$ cat config.mk
export PLATFORM = sky130hd
export DESIGN_NAME = button_multi_click_detector
export DESIGN_NICKNAME = d
export VERILOG_FILES = /design/src/hdl/bmcd_pkg.sv /design/src/hdl/bmcd_core.sv /design/src/hdl/button_multi_click_detector.sv
export SDC_FILE = /design/constraint.sdc
export NUM_CORES = 1
export LEC_CHECK = 0
export BUFFER_PORTS_ARGS = -buffer_cell sky130_fd_sc_hd__buf_2
export CAP_MARGIN = 20
export CELL_PAD_IN_SITES_DETAIL_PLACEMENT = 0
export CELL_PAD_IN_SITES_GLOBAL_PLACEMENT = 1
export CORE_UTILIZATION = 41
export DETAILED_ROUTE_END_ITERATION = 12
export GPL_TIMING_DRIVEN = 0
export PLACE_DENSITY_LB_ADDON = 0.25
export SLEW_MARGIN = 30
export SYNTH_ARGS = -nofsm -noshare
export SYNTH_HDL_FRONTEND = slang
export SYNTH_SLANG_ARGS = --single-unit
$ cat constraint.sdc
create_clock -name clk -period 2.2 [get_ports clk]
set_input_delay 0.22 -clock clk [delete_from_list [all_inputs] [get_ports clk]]
set_output_delay 0.22 -clock clk [all_outputs]
set_load 0.02 [all_outputs]
$ cat src/hdl/bmcd_pkg.sv
// shared types and constants for the multi-click detector
// no dependencies; imported by bmcd_core and button_multi_click_detector
package bmcd_pkg;

  localparam int unsigned MS_W      = 16;
  localparam int unsigned BTN_W     = 8;
  localparam int unsigned CNT_W     = 3;
  localparam int unsigned CFG_IDX_W = 2;
  localparam int unsigned CFG_DAT_W = 16;

  // request kinds
  localparam logic REQ_TICK = 1'b0;
  localparam logic REQ_EDGE = 1'b1;

  // register indexes
  localparam logic [CFG_IDX_W-1:0] CFG_DEBOUNCE = 2'd0;
  localparam logic [CFG_IDX_W-1:0] CFG_TIMEOUT  = 2'd1;

  localparam logic [MS_W-1:0] DEBOUNCE_RST = 16'd40;
  localparam logic [MS_W-1:0] TIMEOUT_RST  = 16'd200;
  localparam logic [MS_W-1:0] MS_MAX       = 16'hFFFF;

  localparam logic [CNT_W-1:0] TALLY_MAX  = 3'd6;
  localparam logic [CNT_W-1:0] REPORT_MAX = 3'd5;

  typedef struct packed {
    logic             req_type;
    logic [BTN_W-1:0] button_id;
    logic             pressed;
  } item_t;

  typedef struct packed {
    logic [BTN_W-1:0] click_button;
    logic [CNT_W-1:0] click_count;
  } result_t;

endpackage

$ cat src/hdl/bmcd_core.sv
// click state registers and the combinational update for one request
// depends on bmcd_pkg
module bmcd_core import bmcd_pkg::*; (
  input  logic            clk,
  input  logic            rst_n,
  input  logic            step_en,
  input  item_t           item,
  input  logic [MS_W-1:0] debounce_ms,
  input  logic [MS_W-1:0] release_timeout_ms,
  output logic            res_valid,
  output result_t         res
);

  logic [MS_W-1:0]  since_press_r, since_press_nxt;
  logic [CNT_W-1:0] tally_r, tally_nxt;
  logic [BTN_W-1:0] button_r, button_nxt;
  logic             armed_r, armed_nxt;
  logic [MS_W-1:0]  left_r, left_nxt;

  always_comb begin
    since_press_nxt    = since_press_r;
    tally_nxt          = tally_r;
    button_nxt         = button_r;
    armed_nxt          = armed_r;
    left_nxt           = left_r;
    res_valid          = 1'b0;
    res.click_button   = button_r;
    res.click_count    = tally_r;
    unique case (item.req_type)
      REQ_TICK: begin
        if (since_press_r != MS_MAX) begin
          since_press_nxt = since_press_r + 1'b1;
        end
        if (armed_r) begin
          if (left_r <= 16'd1) begin
            // timer expiry: report a count of 1 to 5, then clear
            armed_nxt = 1'b0;
            left_nxt  = '0;
            tally_nxt = '0;
            res_valid = (tally_r != '0) && (tally_r <= REPORT_MAX);
          end else begin
            left_nxt = left_r - 1'b1;
          end
        end
      end
      REQ_EDGE: begin
        if (item.pressed) begin
          since_press_nxt = '0;
          if (since_press_r >= debounce_ms) begin
            armed_nxt = 1'b0;
            left_nxt  = '0;
            if (item.button_id == button_r) begin
              if (tally_r < TALLY_MAX) begin
                tally_nxt = tally_r + 1'b1;
              end
            end else begin
              button_nxt = item.button_id;
              tally_nxt  = 3'd1;
            end
          end
        end else begin
          armed_nxt = 1'b1;
          left_nxt  = release_timeout_ms;
        end
      end
      default: ;
    endcase
  end

  always_ff @(posedge clk) begin
    if (!rst_n) begin
      since_press_r <= '0;
      tally_r       <= '0;
      button_r      <= '0;
      armed_r       <= 1'b0;
      left_r        <= '0;
    end else if (step_en) begin
      since_press_r <= since_press_nxt;
      tally_r       <= tally_nxt;
      button_r      <= button_nxt;
      armed_r       <= armed_nxt;
      left_r        <= left_nxt;
    end
  end

endmodule

$ cat src/hdl/button_multi_click_detector.sv
// path: an accepted request is held in the input register, then the click state
// update writes its result into the output register
// throughput: one request per cycle while the output register is free or being drained
// reset: synchronous active-low; state clears, debounce 40 ms, timeout 200 ms
// top level: config registers, input and output registers; depends on bmcd_pkg, bmcd_core
module button_multi_click_detector import bmcd_pkg::*; (
  input  logic                 clk,
  input  logic                 rst_n,
  input  logic                 in_valid,
  output logic                 in_ready,
  input  logic                 in_req_type,
  input  logic [BTN_W-1:0]     in_button_id,
  input  logic                 in_pressed,
  output logic                 out_valid,
  input  logic                 out_ready,
  output logic [BTN_W-1:0]     out_click_button,
  output logic [CNT_W-1:0]     out_click_count,
  input  logic                 cfg_we,
  input  logic [CFG_IDX_W-1:0] cfg_index,
  input  logic [CFG_DAT_W-1:0] cfg_wdata
);

  logic [MS_W-1:0] debounce_r, timeout_r;
  logic            s1_valid_r;
  item_t           s1_item_r;
  logic            out_valid_r;
  result_t         out_res_r;
  logic            advance;
  logic            res_valid;
  result_t         res;

  always_ff @(posedge clk) begin
    if (!rst_n) begin
      debounce_r <= DEBOUNCE_RST;
      timeout_r  <= TIMEOUT_RST;
    end else if (cfg_we) begin
      if (cfg_index == CFG_DEBOUNCE) begin
        debounce_r <= cfg_wdata;
      end else if (cfg_index == CFG_TIMEOUT) begin
        timeout_r <= cfg_wdata;
      end
    end
  end

  // request moves on once the output slot is free or being drained
  assign advance  = s1_valid_r && (!out_valid_r || out_ready);
  assign in_ready = !s1_valid_r || advance;

  always_ff @(posedge clk) begin
    if (!rst_n) begin
      s1_valid_r <= 1'b0;
    end else if (in_valid && in_ready) begin
      s1_valid_r <= 1'b1;
    end else if (advance) begin
      s1_valid_r <= 1'b0;
    end
  end

  always_ff @(posedge clk) begin
    if (in_valid && in_ready) begin
      s1_item_r.req_type  <= in_req_type;
      s1_item_r.button_id <= in_button_id;
      s1_item_r.pressed   <= in_pressed;
    end
  end

  bmcd_core u_core (
    .clk                (clk),
    .rst_n              (rst_n),
    .step_en            (advance),
    .item               (s1_item_r),
    .debounce_ms        (debounce_r),
    .release_timeout_ms (timeout_r),
    .res_valid          (res_valid),
    .res                (res)
  );

  always_ff @(posedge clk) begin
    if (!rst_n) begin
      out_valid_r <= 1'b0;
    end else if (advance) begin
      out_valid_r <= res_valid;
    end else if (out_ready) begin
      out_valid_r <= 1'b0;
    end
  end

  always_ff @(posedge clk) begin
    if (advance && res_valid) begin
      out_res_r <= res;
    end
  end

  assign out_valid        = out_valid_r;
  assign out_click_button = out_res_r.click_button;
  assign out_click_count  = out_res_r.click_count;

endmodule

==> results.md, run 1 <==
- Ratio of final minimum period to clock period: 100%
- Core region area: 0.0115 mm²
- Clk_skew: about 0.009 ns
- Critical path launch point type: flop
- Vias in the first global route: 4038
- Final Power: 4150 µW
- Share of cells above drive strength 1: 24.6%
- Slew @ Worst Pin: approximately 0.73 ns
- #FFs+latches synth: 99
- Max IR drop VDD: 550 µV
- Largest family of logic cells by synthesized area: simple AND/OR/NAND/NOR gates
- Post-Synth Adder-Cell Area: 5.64%
- IO Pins: 46
- Status: finished with violations
- Iteration-0 DRC Markers: 159
- Cell Area, Synth: 0.00488 mm²
- Clk_lat worst skew: roughly 0.35 ns
- Reg2reg start: debounce_r[13]$_SDFFE_PN0P_
- Cells after synthesis: between 500 and 600
- Compound-gate portion of the synthesized area: between 10% and 20%
- Area Growth Syn to Fin: 26.6%
- Total track usage: 21.0%
- Hold crit path type: input port to flop
- First-pass GRT wire length: 20300 µm
- Worst Setup SP: debounce_r[13]$_SDFFE_PN0P_
- Cell Pwr Density: 671 mW/mm²
- Min Clock Period, post-route: 2.20 ns
- CTS Hold Bufs: 0
- Routed WL: 12800 µm
- Die height: between 100 and 150 µm
- CTS tree: done
- Sum Neg Setup Slack: 0 ns
- CP max-delay cell: a2111oi_4
- H-tree levels: 3
- CP max stage delay: 0.44 ns
- Via count: about 4300
- Fin area: between 0.006 and 0.007 mm²
- Number of buffers created by CTS: 9
- Post-DP HPWL: 9010 µm
- Diode count: 0
- Simple-gate share of the synthesized area: 22.2%
- Commonest register cell after synthesis: dfxtp_1
- Max FO, Critical Path: 5
- Final hold vios: 0
- Final net count: roughly 670
- Initial antenna violation count: 0
- Async S/R FF share, synth: 0%
- Worst min-delay path startpoint: in_req_type
- GRT overflow: 0
- Xor/xnor share of the synthesized area: 3.59%
- Req. time, crit path: approximately 2.5 ns
- Yosys warnings: 0
- Mapped Nets: between 500 and 600
- Die area: 0.0123 mm²
- CTS clk-pin slew, worst paths: 0.07 ns
- Violated checks: DRC
- Leakage: 0.00239 µW
- Clk sinks: 99
- CP cell instances: inv_2 -> ha_4 -> nand4_1 -> buf_4 -> nor2_2 -> a2111oi_4 -> nand4_4 -> and2_4 -> buf_8 -> a31o_4
- Die Span X: about 110 µm
- Mean Syn Cell Area: 9.01 µm²
- Distinct cells, synth: 54
- Starting Density: 42.4%
- DR DRC count: 5
- Port Buffers: 45
- MaxCap Viol Count: 0
- Max Root-Sink Buffers: 2
- Mux share of post-synthesis cell area: 2.05%
- Final ANT Viol Nets: 0
- CP arrival: 2.45 ns
- Wire per inst: about 17 µm
- RD Place Congestion: 0.864
- CP Class: flop to flop
- Slew Viols, Final: 0
- Slew margin rel.: 50.9%
- RSZ-0062 raised after global routing: true
- Number of flops mapped to enable cells by yosys: 21
- CTS Root Cell: clkbuf_16
- Placed Instance Area: 0.00531 mm²
- Largest net degree at the start of global routing: 17
- Post-synthesis sequential area ratio: between 40% and 50%
- Core Rows: 39
- # setup viols final: 0
- DR vias/cell: between 5 and 6
- Drt first pass iters: 8
- Max Freq: 0.455 GHz
- Critical Path Sink Type: flop
placed cells by master, fill, tap and decap left out, types with 3 or more instances in the layout:
cell         n
nor2b_1     11
nor3_1       5
o22ai_1      3
a31oi_1      5
clkbuf_16    9
o21ai_0     18
nand3_1     16
nand2_1    119
inv_2        5
clkbuf_1    19
dfxtp_2      9
xor2_1      18
a31o_4      12
a21o_1       3
buf_6        7
buf_2       46
mux2i_1     10
a21oi_1      8
nand4_1     10
o211ai_1     4
ha_1        17
nor2_1      25
a22o_1       5
ha_4         4
dfxtp_1     68
a31oi_4      3
and2_1       6
a21boi_0    27
a31oi_2      7
nand2b_1     5
edfxtp_1    21
inv_1       18
buf_4       12
a32o_1       4
repair_timing:
| item | in CTS | in global routing |
|---|---|---|
| resized for setup | 24 | 55 |
| setup endpoints to repair | 39 | 41 |
| setup buffers | 8 | 10 |
| pin swaps | 7 | 15 |
| cloned | 1 | 1 |
cell usage after synthesis, types with 2 or more instances:
library cell / instances / share of area (%)
a21boi_0: 27 / 4.2
a21o_1: 3 / 0.46
a21oi_1: 10 / 1.0
a22o_1: 5 / 0.90
a31o_2: 13 / 2.3
a31oi_1: 13 / 1.7
a31oi_2: 2 / 0.51
a32o_1: 4 / 0.82
and2_1: 7 / 0.90
and3_1: 2 / 0.26
and4_1: 2 / 0.36
buf_6: 3 / 0.69
clkbuf_1: 20 / 1.5
dfxtp_1: 78 / 32
edfxtp_1: 21 / 13
ha_1: 22 / 5.6
inv_1: 23 / 1.8
mux2i_1: 10 / 2.1
nand2_1: 120 / 9.2
nand2b_1: 5 / 0.64
nand3_1: 17 / 1.7
nand3b_1: 2 / 0.31
nand4_1: 10 / 1.3
nand4b_1: 2 / 0.36
nor2_1: 27 / 2.1
nor2b_1: 11 / 1.4
nor3_1: 7 / 0.72
nor3b_1: 2 / 0.31
nor4_1: 4 / 0.51
o211ai_1: 4 / 0.62
o21ai_0: 20 / 2.1
o22ai_1: 3 / 0.38
o31ai_1: 3 / 0.46
or3_1: 2 / 0.26
xnor2_1: 2 / 0.36
xor2_1: 18 / 3.2
worst max-delay path: cells and delay by family (launching register included):
| kind | cells | cell delay [ns] |
|---|---|---|
| DFF | 1 | 0.33 |
| buffers and inverters | 3 | 0.33 |
| AOI/OAI and AO/OA | 2 | 0.66 |
| adders and majority gates | 1 | 0.23 |
| and+or+nand+nor | 4 | 0.54 |
routing by layer:
metal  vias up  GRT usage (%)  wire length [µm]
met3        14           4.32               581
met4         0           7.12               213
met5         -              0                 0
met1      2066           27.9              5880
met2       112           34.0              6160
li1       2064              -                 -
metrics by stage:
stage          utilization (%)  cells  hold WS, ns  setup slack [ns]
6_report                  53.7    765       0.0419          0.000117
5_1_grt                   53.7    765       0.0287           -0.0877
4_1_cts                   50.5    754       0.0304          -0.00457
3_5_place_dp              46.1    730        0.398            -0.380
3_3_place_gp              46.1    730        0.397            -0.384
2_1_floorplan                -    542        0.319           -0.0135
where the power goes:
group / total (µW) / leakage (µW) / switching (µW) / internal (µW)
Combinational: 507 / 0.00139 / 296 / 211
Clock: 1700 / 0.000153 / 705 / 1000
Sequential: 1940 / 0.000849 / 39.3 / 1900
Total: 4150 / 0.00239 / 1040 / 3110
state kept, by name, summed over array words and instances, names as in the netlist:
name                  flops
out_click_count           3
u_core.since_press_r     16
u_core.tally_r            3
u_core.armed_r            1
u_core.button_r           8
out_click_button          8
out_valid                 1
s1_item_r                10
s1_valid_r                1
u_core.left_r            16
timeout_r                16
debounce_r               16
cells by family after synthesis:
family / after synthesis
buffers and inverters: 47
multiplexers: 10
flip-flops: 99
adder cells (fa/ha/maj): 22
AO/OA/AOI/OAI: 116
AND/OR/NAND/NOR: 228
XOR/XNOR: 20
final cells by class:
cell class | count | area (µm²)
Buffer | 23 | 124
Tap cell | 143 | 179
Inverter | 23 | 86.3
Multi-Input combinational cell | 396 | 2840
Clock buffer | 10 | 229
Sequential cell | 99 | 2210
Timing Repair Buffer | 65 | 430
Fill cell | 1061 | 5340
Clock inverter | 6 | 87.6
worst paths after layout:
path	to	depth (start not counted)	slack, ns
worst min-delay path	s1_item_r[9]$_DFFE_PP_	1	0.04
worst max-delay path	u_core.left_r[13]$_SDFFE_PN0P_	10	0.0001
worst max register to register	u_core.left_r[13]$_SDFFE_PN0P_	10	0.0001
worst min register to register	debounce_r[8]$_SDFFE_PN0P_	2	0.47
Power figures use the tool's default switching activity.
==> run 2, diff against run 1 <==
--- a/config.mk
+++ b/config.mk
@@ -12,7 +12,8 @@
 export CORE_UTILIZATION = 41
 export DETAILED_ROUTE_END_ITERATION = 12
 export GPL_TIMING_DRIVEN = 0
-export PLACE_DENSITY_LB_ADDON = 0.25
+export PLACE_DENSITY_LB_ADDON = 0.15
+export SKIP_CTS_REPAIR_TIMING = 1
 export SLEW_MARGIN = 30
 export SYNTH_ARGS = -nofsm -noshare
 export SYNTH_HDL_FRONTEND = slang
==> run 2 against run 1 <==
Net effect:
- the flow finishes with violations (setup timing)
- sequential cell count is the same
- register-to-register slack got worse by 0.08 ns
- count of clock-buffer cells in the layout up 2
- routed wire length fell by 3.7%
- critical endpoint is now u_core.left_r[10]$_SDFFE_PN0P_
==> results.md, run 2 (synthesis gave the netlist of run 1 again) <==
- Max Root-Sink Buffers: 2
- CTS clk-pin slew, worst paths: 0.07 ns
- Initial antenna violation count: 0
- Clock share of power: between 40% and 50%
- WHS Path Cells: 1
- Starting Density: 42.4%
- Most common cell after layout, fill and taps aside: nand2_1
- Net Switching: 1020 µW
- CP Class: flop to flop
- CP arrival: about 2.5 ns
- Diode count: 0
- Critical path launch point type: flop
- Req. time, crit path: 2.46 ns
- Final Util: 52.2%
- DR vias/cell: roughly 5.4
- Core Rows: 39
- Place WS: -0.372 ns
- Max IR drop VDD: slightly below 500 µV
- Total track usage: 20.8%
- Final Power: around 4100 µW
- Iteration-0 DRC Markers: 221
- Clk sinks: 99
- Min setup slack post-route: -0.0837 ns
- Slew @ Worst Pin: 0.698 ns
- Highest-count cells in the layout ignoring fill and taps: 119 x nand2_1, 70 x dfxtp_1, 46 x buf_2, 27 x a21boi_0, 26 x nor2_1
- R2R depth: 9
- Die Span X: 111 µm
- Status: finished with violations
- Wire per inst: between 15 and 20 µm
- Reg2reg start: u_core.since_press_r[13]$_SDFFE_PN0P_
- Power share of the combinational group: about a tenth
- Reg power frac: 47.1%
- # setup viols final: 17
- RSZ-0062 raised after global routing: true
- Drt first pass iters: 4
- Ratio of final minimum period to clock period: 104%
- Slew Viols, Final: 0
- Clk_skew: 0.00657 ns
- Critical Path Sink Type: flop
- Leakage: 0.00233 µW
- Core region area: 0.0115 mm²
- Port Buffers: 45
- Largest net degree at the start of global routing: 18
- Max FO, Critical Path: 8
- Post-DP HPWL: 9030 µm
- Die area: 0.0123 mm²
- Hold crit path type: input port to flop
- H-tree levels: 3
- Cell Pwr Density: 684 mW/mm²
- Cell internal pwr: a little over 3000 µW
- Clk_lat worst skew: around 0.36 ns
- Violated checks: setup timing
- Final net count: between 600 and 700
- DR DRC count: 0
- Die height: 111 µm
- Final hold vios: 0
- RD Place Congestion: 0.833
- Reg2reg setup slack: -0.08 ns
- First-pass GRT wire length: 19900 µm
- Share of cells above drive strength 1: 21.2%
- Area Growth Syn to Fin: 23.2%
- Final ANT Viol Nets: 0
- CTS Root Cell: clkbuf_16
- Hold Path Sink: s1_item_r[2]$_DFFE_PP_
- Number of buffers created by CTS: 9
- GRT overflow: 0
- CTS tree: done
- MaxCap Viol Count: 0
- Via count: 4084
- Sum Neg Setup Slack: -0.726 ns
- Slew margin rel.: 53.3%
- RR Endpoint: u_core.left_r[10]$_SDFFE_PN0P_
- Worst min-delay path startpoint: in_button_id[1]
- Max Freq: 0.438 GHz
- Min Clock Period, post-route: 2.28 ns
- Routed WL: 12400 µm
- Vias in the first global route: 3892
- Sw frac: 24.8%
- IO Pins: 46
-- run 2: changes by cell type in the layout (fill, tap and decap cells not counted), moves of 4 or more --
cell     change
inv_1        +4
a31oi_2      -7
buf_4        -4
inv_2        -4
a31oi_1      +8
buf_6        -4
-- run 2: how the worst max path moves through the flow --
stage                                          start                         endpoint  slack (ns)
5_1_grt                  debounce_r[12]$_SDFFE_PN0P_  u_core.button_r[3]$_SDFFE_PN0P_       -0.17
2_1_floorplan  u_core.since_press_r[13]$_SDFFE_PN0P_   u_core.left_r[10]$_SDFFE_PN0P_       -0.01
3_3_place_gp           u_core.left_r[6]$_SDFFE_PN0P_    out_click_button[1]$_DFFE_PP_       -0.36
4_1_cts                u_core.left_r[6]$_SDFFE_PN0P_    out_click_button[7]$_DFFE_PP_       -0.40
6_report       u_core.since_press_r[13]$_SDFFE_PN0P_   u_core.left_r[10]$_SDFFE_PN0P_       -0.08
3_5_place_dp           u_core.left_r[6]$_SDFFE_PN0P_    out_click_button[1]$_DFFE_PP_       -0.37
-- run 2: per-layer routing --
metal  wire length (µm)  GRT usage [%]  vias to the layer above  share of wire, %
met5                  0              0                        -                 0
met4                170           6.22                        0               1.4
li1                   -              -                     2052                 -
met3                474           5.30                       17               3.8
met1               5830           26.6                     1937                47
met2               5880           34.6                       78                48
-- run 2: cell type report --
| cell class | count | area, µm² |
|---|---|---|
| timing repair buffer | 56 | 345 |
| clock buffer | 12 | 279 |
| fill | 1080 | 5500 |
| sequential | 99 | 2200 |
| buffer | 23 | 110 |
| clock inverter | 4 | 52.6 |
| tap | 143 | 179 |
| inverter | 23 | 86.3 |
| multi-input combinational | 396 | 2760 |
-- run 2: power by group through the flow --
stage               Sequential [µW]  Clock (µW)  Combinational (µW)
finish                         1940        1740                 439
global route                   1940        1860                 482
CTS                            1930        1780                 388
detailed placement             1970           0                 386
global placement               1970           0                 384
floorplan                      1960           0                 263
-- run 2: critical path, stage by stage (launching register included) --
cell       delay (ns)
dfxtp_4          0.37
ha_4             0.24
a21o_1           0.15
a21o_1           0.21
a2111oi_4        0.28
buf_4            0.19
nand4_4          0.14
and2_4           0.22
clkbuf_16        0.17
a31o_4           0.22
-- run 2: per-stage QoR --
step                area (µm²)  hold slack, ns  instances
floorplan                 4910           0.319        542
global placement          5310           0.397        730
detailed placement        5320           0.399        730
CTS                       5650          0.0219        746
global route              6010          0.0199        756
finish                    6010          0.0349        756
==> run 3, diff against run 2 <==
--- a/config.mk
+++ b/config.mk
@@ -12,7 +12,7 @@
 export CORE_UTILIZATION = 41
 export DETAILED_ROUTE_END_ITERATION = 12
 export GPL_TIMING_DRIVEN = 0
-export PLACE_DENSITY_LB_ADDON = 0.15
+export PLACE_DENSITY_LB_ADDON = 0.05
 export SKIP_CTS_REPAIR_TIMING = 1
 export SLEW_MARGIN = 30
 export SYNTH_ARGS = -nofsm -noshare
==> run 3 against run 2 <==
Net effect:
- the flow finishes with violations (DRC, setup timing)
- sequential cell count stayed put
- count of clock-buffer cells in the layout is 2 higher
- clock power is 12% lower
- critical endpoint unchanged
- sequential share of layout area is 1.0 points lower
- routed wire length is 3.9% higher
- highest routed layer unchanged
- sequential power hardly changed
- clock skew is 0.0014 ns lower
- hold slack better by 0.0099 ns
- final cell count is 2.0% higher
- core utilization is 1.6 points higher
- fmax is 1.4% lower
==> results.md, run 3 (synthesis gave the netlist of run 1 again) <==
- Cell Pwr Density: approximately 640 mW/mm²
- RD Place Congestion: about 0.9
- MaxCap Viol Count: 0
- Drt first pass iters: 8
- Die Span X: ~110 µm
- Sum Neg Setup Slack: -1.14 ns
- Leakage: 0.00240 µW
- Req. time, crit path: 2.45 ns
- CP max stage delay: 0.37 ns
- R2R depth: 9
- RR Endpoint: u_core.left_r[10]$_SDFFE_PN0P_
- DR vias/cell: 5.35
- Most common cell after layout, fill and taps aside: nand2_1
- H-tree levels: 3
- Max Freq: 0.432 GHz
- Vias in the first global route: 3831
- Layout Cells excl Fill: 771
- Clk sinks: 99
- Max Root-Sink Buffers: 2
- Reg2reg setup slack: -0.12 ns
- Final hold vios: 0
- Status: finished with violations
- CTS Root Cell: clkbuf_16
- Hold_ws: 0.0448 ns
- RSZ-0062 raised after global routing: true
- GRT overflow: 0
- Min setup slack post-route: -0.116 ns
- Final net count: 679
- Routed WL: 12800 µm
- Slew @ Worst Pin: 0.688 ns
- Hold crit path type: input port to flop
- CTS tree: done
- Die height: 111 µm
- Ratio of final minimum period to clock period: 105%
- WHS Path Cells: 1
- Post-DP HPWL: roughly 9200 µm
- Worst min-delay path startpoint: in_req_type
- Layout fillers: 1095
- Hold Path Sink: s1_item_r[9]$_DFFE_PP_
- # setup viols final: 20
- Iteration-0 DRC Markers: 215
- Max FO, Critical Path: 7
- Port Buffers: 45
- Placed cell count: 730
- Clk_lat worst skew: 0.35 ns
- Slew Viols, Final: 0
- Die area: 0.0123 mm²
- First-pass GRT wire length: 19600 µm
- Crit path top cell by count: a21o_1
- Highest-count cells in the layout ignoring fill and taps: 119 x nand2_1, 66 x dfxtp_1, 47 x buf_2, 27 x a21boi_0, 25 x nor2_1
- Critical path launch point type: flop
- CP Class: flop to flop
- Via count: 4125
- Clk_skew: around 0.0052 ns
- Slew margin rel.: between 50% and 60%
- Starting Density: 42.4%
- Number of buffers created by CTS: 9
- Largest net degree at the start of global routing: 16
- Share of cells above drive strength 1: 25.0%
- Max IR drop VDD: 495 µV
- Initial antenna violation count: 0
- Diode count: 0
- IO Pins: 46
- CP cell instances: ha_4 -> a21o_1 -> a21o_1 -> a2111oi_4 -> buf_4 -> nand4_4 -> and2_4 -> clkbuf_16 -> a31o_2
- Critical Path Sink Type: flop
- Violated checks: DRC, setup timing
- Min Clock Period, post-route: 2.32 ns
- Area Growth Syn to Fin: 27.1%
- Final ANT Viol Nets: 0
- Core Rows: 39
- CP arrival: between 2 and 3 ns
- CTS clk-pin slew, worst paths: 0.07 ns
- DR DRC count: 6
- Total track usage: 20.6%
- CP max-delay cell: dfxtp_4
- Wire per inst: between 15 and 20 µm
- Reg2reg start: u_core.since_press_r[13]$_SDFFE_PN0P_
- Core region area: 0.0115 mm²
==> run 3: power breakdown <==
group / internal, µW / switching (µW)
logic: 216 / 293
registers: 1900 / 39.4
clock network: 857 / 672
==> run 3: layer usage <==
metal  vias up  global-route usage (%)  wire, µm
li1       2076                       -         -
met1      1941                    26.9      5930
met2        97                    33.6      6040
met3        11                    5.74       732
met4         0                    5.14       136
met5         -                       0         0
==> run 3: final cells by class <==
cell class,count,area [µm²],share of cell area (%)
Clock inverter,1,8.76,0.141
Tap cell,143,179,2.88
Sequential cell,99,2210,35.7
Clock buffer,14,274,4.42
Inverter,23,86.3,1.39
Timing Repair Buffer,72,490,7.91
Multi-Input combinational cell,396,2830,45.7
Buffer,23,118,1.90
==> run 3: worst max-delay path by stage <==
stage	from	endpoint	slack, ns
finish	u_core.since_press_r[13]$_SDFFE_PN0P_	u_core.left_r[10]$_SDFFE_PN0P_	-0.12
global route	debounce_r[13]$_SDFFE_PN0P_	u_core.button_r[0]$_SDFFE_PN0P_	-0.22
CTS	debounce_r[14]$_SDFFE_PN0P_	u_core.button_r[7]$_SDFFE_PN0P_	-0.43
detailed placement	debounce_r[14]$_SDFFE_PN0P_	u_core.button_r[7]$_SDFFE_PN0P_	-0.41
global placement	debounce_r[15]$_SDFFE_PN0P_	u_core.left_r[2]$_SDFFE_PN0P_	-0.36
floorplan	u_core.since_press_r[13]$_SDFFE_PN0P_	u_core.left_r[10]$_SDFFE_PN0P_	-0.01
==> run 3: stage by stage <==
stage | instance area [µm²] | utilization (%) | setup WS [ns] | power (µW)
detailed placement | 5320 | 46.2 | -0.407 | 2370
global placement | 5310 | 46.1 | -0.359 | 2360
finish | 6200 | 53.9 | -0.116 | 3970
CTS | 5600 | 48.6 | -0.425 | 3900
floorplan | 4910 | - | -0.0135 | 2220
global route | 6200 | 53.9 | -0.216 | 4130
==> run 3: critical path, delay by kind of cell, from the launching register on <==
family          cells  cell delay [ns]
compound gates      4             0.83
simple gates        2             0.41
flops               1             0.37
buf+inv             2             0.36
fa+ha+maj           1             0.24
